<file path="src/sv/crc32ws_pkg.sv">
`default_nettype none

package crc32ws_pkg;

   localparam int unsigned CrcWidth = 32;
   localparam logic [CrcWidth-1:0] CRC_POLY = 32'h04C1_1DB7;
   localparam int unsigned BytesPerWord = 4;

   typedef logic [CrcWidth-1:0] crc_type;
   typedef logic [CrcWidth-1:0][CrcWidth-1:0] crc_cols_type;

   // Bit-serial form of one word update, MSB first per byte, low byte first.
   // Used only to build the constant update matrices below.
   function automatic crc_type crc_word_serial(input crc_type crc_in, input crc_type word);
      crc_type crc;
      crc = crc_in;
      for (int b = 0; b < BytesPerWord; b++) begin
         crc = crc ^ {word[8*b +: 8], 24'h00_0000};
         for (int k = 0; k < 8; k++) begin
            if (crc[CrcWidth-1]) begin
               crc = (crc << 1) ^ CRC_POLY;
            end else begin
               crc = crc << 1;
            end
         end
      end
      return crc;
   endfunction

   // Column i: effect of remainder bit i on the next remainder.
   function automatic crc_cols_type build_state_cols();
      crc_cols_type cols;
      for (int i = 0; i < CrcWidth; i++) begin
         cols[i] = crc_word_serial(crc_type'(1) << i, '0);
      end
      return cols;
   endfunction

   // Column j: effect of data bit j on the next remainder.
   function automatic crc_cols_type build_data_cols();
      crc_cols_type cols;
      for (int j = 0; j < CrcWidth; j++) begin
         cols[j] = crc_word_serial('0, crc_type'(1) << j);
      end
      return cols;
   endfunction

   localparam crc_cols_type STATE_COLS = build_state_cols();
   localparam crc_cols_type DATA_COLS  = build_data_cols();

   // Parallel word update: XOR of the columns selected by the set bits.
   function automatic crc_type crc_word_update(input crc_type crc_in, input crc_type word);
      crc_type acc;
      acc = '0;
      for (int i = 0; i < CrcWidth; i++) begin
         if (crc_in[i]) begin
            acc = acc ^ STATE_COLS[i];
         end
         if (word[i]) begin
            acc = acc ^ DATA_COLS[i];
         end
      end
      return acc;
   endfunction

endpackage

`default_nettype wire

</file>
<file path="src/sv/crc32_word_stream.sv">
`default_nettype none

// CRC-32 over a stream of 32-bit words: polynomial 04C11DB7, not reflected,
// initial value zero, no final XOR. Each word counts as four bytes, least
// significant byte first, each byte MSB first. Mark the first word of a
// message with req_first_word to restart the remainder at zero; mark the
// final word with req_last_word to get one result transaction carrying the
// CRC of the whole message, after which the remainder is zero again (so a
// message that follows without a first mark also starts from zero). Words
// with neither mark just advance the remainder. The block takes one word per
// clock cycle while req_stall is low. A last word is registered in the input
// register, then its result in the result register. The update is combinational:
// a constant 64-by-32 XOR matrix between the input register and the
// remainder/result registers. While a result waits on rsp_stall, words that
// are not marked last keep flowing; only a following last word stalls the
// input, for as long as the result register stays occupied.
module crc32_word_stream
   import crc32ws_pkg::*;
(
   input  wire logic        clock,
   input  wire logic        reset,
   input  wire logic        req_valid,
   output      logic        req_stall,
   input  wire logic [31:0] req_data_word,
   input  wire logic        req_first_word,
   input  wire logic        req_last_word,
   output      logic        rsp_valid,
   input  wire logic        rsp_stall,
   output      logic [31:0] rsp_crc_value
);

   // Input register.
   logic    s0_valid_ff, s0_valid_in;
   crc_type s0_word_ff;
   logic    s0_first_ff;
   logic    s0_last_ff;

   // Running remainder and result register.
   crc_type rem_ff, rem_in;
   logic    rsp_valid_ff, rsp_valid_in;
   crc_type rsp_crc_ff;

   logic    s0_hold;
   logic    s0_fire;
   logic    req_take;
   crc_type crc_base;
   crc_type crc_next;

   // A last word can only leave when the result register is free or is
   // being drained in this cycle; other words never wait.
   assign s0_hold  = s0_valid_ff && s0_last_ff && rsp_valid_ff && rsp_stall;
   assign s0_fire  = s0_valid_ff && !s0_hold;
   assign req_stall = s0_hold;
   assign req_take  = req_valid && !s0_hold;

   // First mark drops the partial remainder before the word is applied.
   assign crc_base = s0_first_ff ? '0 : rem_ff;
   assign crc_next = crc_word_update(crc_base, s0_word_ff);

   always_comb begin
      s0_valid_in = s0_valid_ff;
      if (!s0_hold) begin
         s0_valid_in = req_valid;
      end
   end

   always_comb begin
      rem_in = rem_ff;
      if (s0_fire) begin
         rem_in = s0_last_ff ? '0 : crc_next;
      end
   end

   always_comb begin
      rsp_valid_in = rsp_valid_ff;
      if (s0_fire && s0_last_ff) begin
         rsp_valid_in = 1'b1;
      end else if (!rsp_stall) begin
         rsp_valid_in = 1'b0;
      end
   end

   always_ff @(posedge clock) begin
      if (reset) begin
         s0_valid_ff  <= 1'b0;
         rem_ff       <= '0;
         rsp_valid_ff <= 1'b0;
      end else begin
         s0_valid_ff  <= s0_valid_in;
         rem_ff       <= rem_in;
         rsp_valid_ff <= rsp_valid_in;
      end
   end

   // Payload: load on acceptance, hold otherwise.
   always_ff @(posedge clock) begin
      if (req_take) begin
         s0_word_ff  <= req_data_word;
         s0_first_ff <= req_first_word;
         s0_last_ff  <= req_last_word;
      end
      if (s0_fire && s0_last_ff) begin
         rsp_crc_ff <= crc_next;
      end
   end

   assign rsp_valid     = rsp_valid_ff;
   assign rsp_crc_value = rsp_crc_ff;

endmodule

`default_nettype wire

</file>
<file path="config.mk">
export PLATFORM = sky130hd
export DESIGN_NAME = crc32_word_stream
export DESIGN_NICKNAME = d
export VERILOG_FILES = /design/src/sv/crc32ws_pkg.sv /design/src/sv/crc32_word_stream.sv
export SDC_FILE = /design/constraint.sdc
export NUM_CORES = 1
export LEC_CHECK = 0
export ABC_AREA = 0
export BUFFER_PORTS_ARGS = -buffer_cell sky130_fd_sc_hd__buf_2
export CORE_UTILIZATION = 50
export CTS_CLUSTER_DIAMETER = 80
export CTS_CLUSTER_SIZE = 28
export DETAILED_ROUTE_END_ITERATION = 7
export GPL_ROUTABILITY_DRIVEN = 0
export PLACE_DENSITY = 0.69
export SLEW_MARGIN = 0
export SYNTH_ARGS = -nofsm -noshare
export SYNTH_HDL_FRONTEND = slang
export SYNTH_SLANG_ARGS = --single-unit
</file>
<file path="constraint.sdc">
create_clock -name clock -period 4.7 [get_ports clock]
set_input_delay 0.47 -clock clock [delete_from_list [all_inputs] [get_ports clock]]
set_output_delay 0.47 -clock clock [all_outputs]
set_load 0.01 [all_outputs]
</file>
==> summary.txt <==
Status
  – Status: complete, no violations

Power
  – Combinational Power Share: 67.2%
  – P_sw: 0.00337 W
  – Cell-internal power: 0.00430 W
  – Cell area power density: 844 mW/mm^2
  – Clock power share: 9.3%
  – Sequential power share: 23.5%
  – Sw Ratio: 43.9%
  – Leakage: 3.24 nW
  – Max IR drop VDD: 0.334 mV

Timing
  – Post-Route Skew: 7.49 ps
  – Pins Over Slew Limit: 0
  – Max Freq: 326 MHz
  – RSZ-0062 raised after global routing: false
  – Final period util: 65.2%
  – Setup WS post-layout: 1640 ps
  – Max transition margin: 28.3%
  – Final hold vios: 0
  – Setup TNS: 0 ps
  – Final Setup Violations: 0
  – Final period demand of the worst path: 3060 ps
  – Worst Tran Pin Value: 1070 ps

Detailed routing
  – DR vias/cell: 5.24
  – Residual DRC count: 0
  – Vias: 5456
  – Total wire length: 22300 um
  – Met1 wire length: 9240 um
  – Starting DRT DRC Count: 483
  – Met2 WL: 10200 um
  – Post-route ant nets: 0
  – Max layer used: met4
  – Met3 routed WL: 2030 um
  – Wirelength per Cell: 21.4 um
  – Drt pass-1 iters: 5

Clocking
  – Max Buffers Root-to-Sink: 2
  – Sink Count: 100
  – Reg clk slew, reported paths: 70 ps
  – H-tree Lvls: 3
  – Clk root buf: clkbuf_16
  – Setup bufs post-CTS: 0
  – Clock Latency Late Sink: 360 ps
  – CTS tree: yes
  – CTS buffer count: 9
  – Post-CTS Hold Buffers: 0
  – Post-CTS Resized: 0

Synth
  – Sequential share of the synthesized area: 31.6%
  – Syn Inst Count: 795
  – Synth Register Bits: 100
  – Synthesis Warnings: 0
  – Syn nets: 833
  – Synthesized cell area: 0.00844 mm^2
  – Cell variety after synth: 28
  – Syn Area/Cell: 10.6 um^2

Finish
  – Fin nets: 854
  – Inserted Diodes: 0
  – Commonest non-fill, non-tap cell in the layout: xnor2_1
  – Fraction of layout cells with a size suffix above 1: 14.4%
  – Commonest cells after routing, fill and taps aside: 344 x xnor2_1, 98 x xor2_1, 71 x buf_2
  – Fillers: 1461
  – Layout area overhead: 7.77%

Global route
  – Congestion Overflow GR: 0
  – GRT Util Overall: 26.7%
  – Vias in the first global route: 5596
  – Global-route wire length before repair: 33800 um
  – Largest net degree at the start of global routing: 54
  – Initial antenna violation count: 0

Floorplan
  – Die Y-Extent: 132 um
  – IO Count: 72
  – Die ar.: 0.0174 mm^2
  – FP Rows: 47
  – Die Wd: 132 um
  – Initial core utilization: 51.1%
  – Core area: 0.0165 mm^2

Setup path
  – Critical path class: reg -> reg
  – R2R depth: 8
  – CP Buf/Inv Count: 1
  – Reg2reg end: rem_ff[15]
  – Worst r2r src: s0_first_ff
  – R2R Setup Slk: 1640 ps
  – Cells along the critical path: buf_12 -> nor2b_1 -> xor2_1 -> xnor2_1 -> xnor2_1 -> xnor2_1 -> xnor3_1 -> a22o_1
  – CP max FO: 53
  – Most frequent CP cell: xnor2_1
  – Slowest stage cell on the critical path: edfxtp_1
  – Crit path launch type: flip-flop
  – Critical path arrival: 3320 ps
  – CP peak stage delay: 890 ps
  – Worst EP required: 4960 ps
  – Family with the most delay on the worst path: XOR/XNOR gates
  – Crit end category: flip-flop

Placed design
  – Hpwl dp: 17500 um
  – Pre-CTS setup slack: 1730 ps
  – Port bufs: 71

Worst hold path
  – Worst Hold Path EP: s0_word_ff[4]
  – Hold_sp: req_data_word[4]
  – WHS Path Cells: 1
  – HP Class: in -> reg

Run
  – Max-Cap Viols: 0
## cell usage after synthesis (all sizes together)
cell type / count / area share (%)
a21oi: 3 / 0.18
mux2i: 2 / 0.24
xor2: 104 / 11
nor3b: 1 / 0.089
nand3: 1 / 0.059
a22o: 29 / 3.0
nor3: 2 / 0.12
a22oi: 3 / 0.27
nand2: 20 / 0.89
nor2: 61 / 2.7
dfxtp: 34 / 8.1
nor2b: 17 / 1.3
inv: 1 / 0.044
xor3: 1 / 0.28
and2: 2 / 0.15
edfxtp: 66 / 23
xnor2: 358 / 38
nand2b: 5 / 0.37
buf: 56 / 3.4
clkbuf: 10 / 0.56
xnor3: 19 / 5.1
## stage by stage
| stage | cells | cell area, um^2 | util, % | total power, W | hold slack, ps |
|---|---|---|---|---|---|
| after CTS | 1041 | 9090 | 55.0 | 0.00765 | 263 |
| after global placement | 1025 | 8810 | 53.3 | 0.00686 | 519 |
| final | 1041 | 9090 | 55.0 | 0.00767 | 275 |
| after detailed placement | 1025 | 8810 | 53.3 | 0.00691 | 542 |
| after global routing | 1041 | 9090 | 55.0 | 0.00809 | 266 |
| after floorplan | 795 | 8440 | - | 0.00581 | 496 |
## flip-flops by register name, indices dropped and copies added (netlist names)
name and count:
s0_last_ff 1, s0_first_ff 1, s0_valid_ff 1, rsp_crc_value 32, s0_word_ff 32, rsp_valid 1
rem_ff 32
## cell type report
class,instances,area (um^2),share of cell area (%)
Inverter,1,3.75,0.0413
Sequential cell,100,2660,29.3
Clock buffer,9,225,2.48
Clock inverter,7,60.1,0.661
Timing Repair Buffer,76,405,4.46
Tap cell,220,275,3.03
Multi-Input combinational cell,628,5460,60.1
## worst max-delay path by stage
stage	startpoint	endpoint	slack [ps]	cells past startpoint
after floorplan	rsp_stall	s0_first_ff	2090	3
after global placement	s0_first_ff	rem_ff[15]	1810	8
after detailed placement	s0_first_ff	rem_ff[15]	1730	8
after CTS	s0_first_ff	rem_ff[15]	1730	8
after global routing	s0_first_ff	rem_ff[15]	1550	8
final	s0_first_ff	rem_ff[15]	1640	8
## kinds of logic after synthesis
logic type / Yosys count / share of synthesized area [%]
XOR/XNOR: 482 / 55.1
AND/OR/NAND/NOR: 109 / 5.68
flip-flops: 100 / 31.6
buffers and inverters: 67 / 3.96
AO/OA/AOI/OAI: 35 / 3.46
multiplexers: 2 / 0.237
## metal layers
metal	vias up	global-route usage (%)
li1	2532	-
met1	2598	33.9
met2	271	41.7
met3	55	7.30
met4	0	13.7
met5	-	0
## power groups by stage
stage	sequential [W]	combinational, W	clock (W)
floorplan	0.00154	0.00428	0
global placement	0.00182	0.00504	0
detailed placement	0.00182	0.00510	0
CTS	0.00180	0.00512	0.000731
global route	0.00182	0.00551	0.000757
finish	0.00181	0.00515	0.000714
Power figures use the tool's default switching activity.
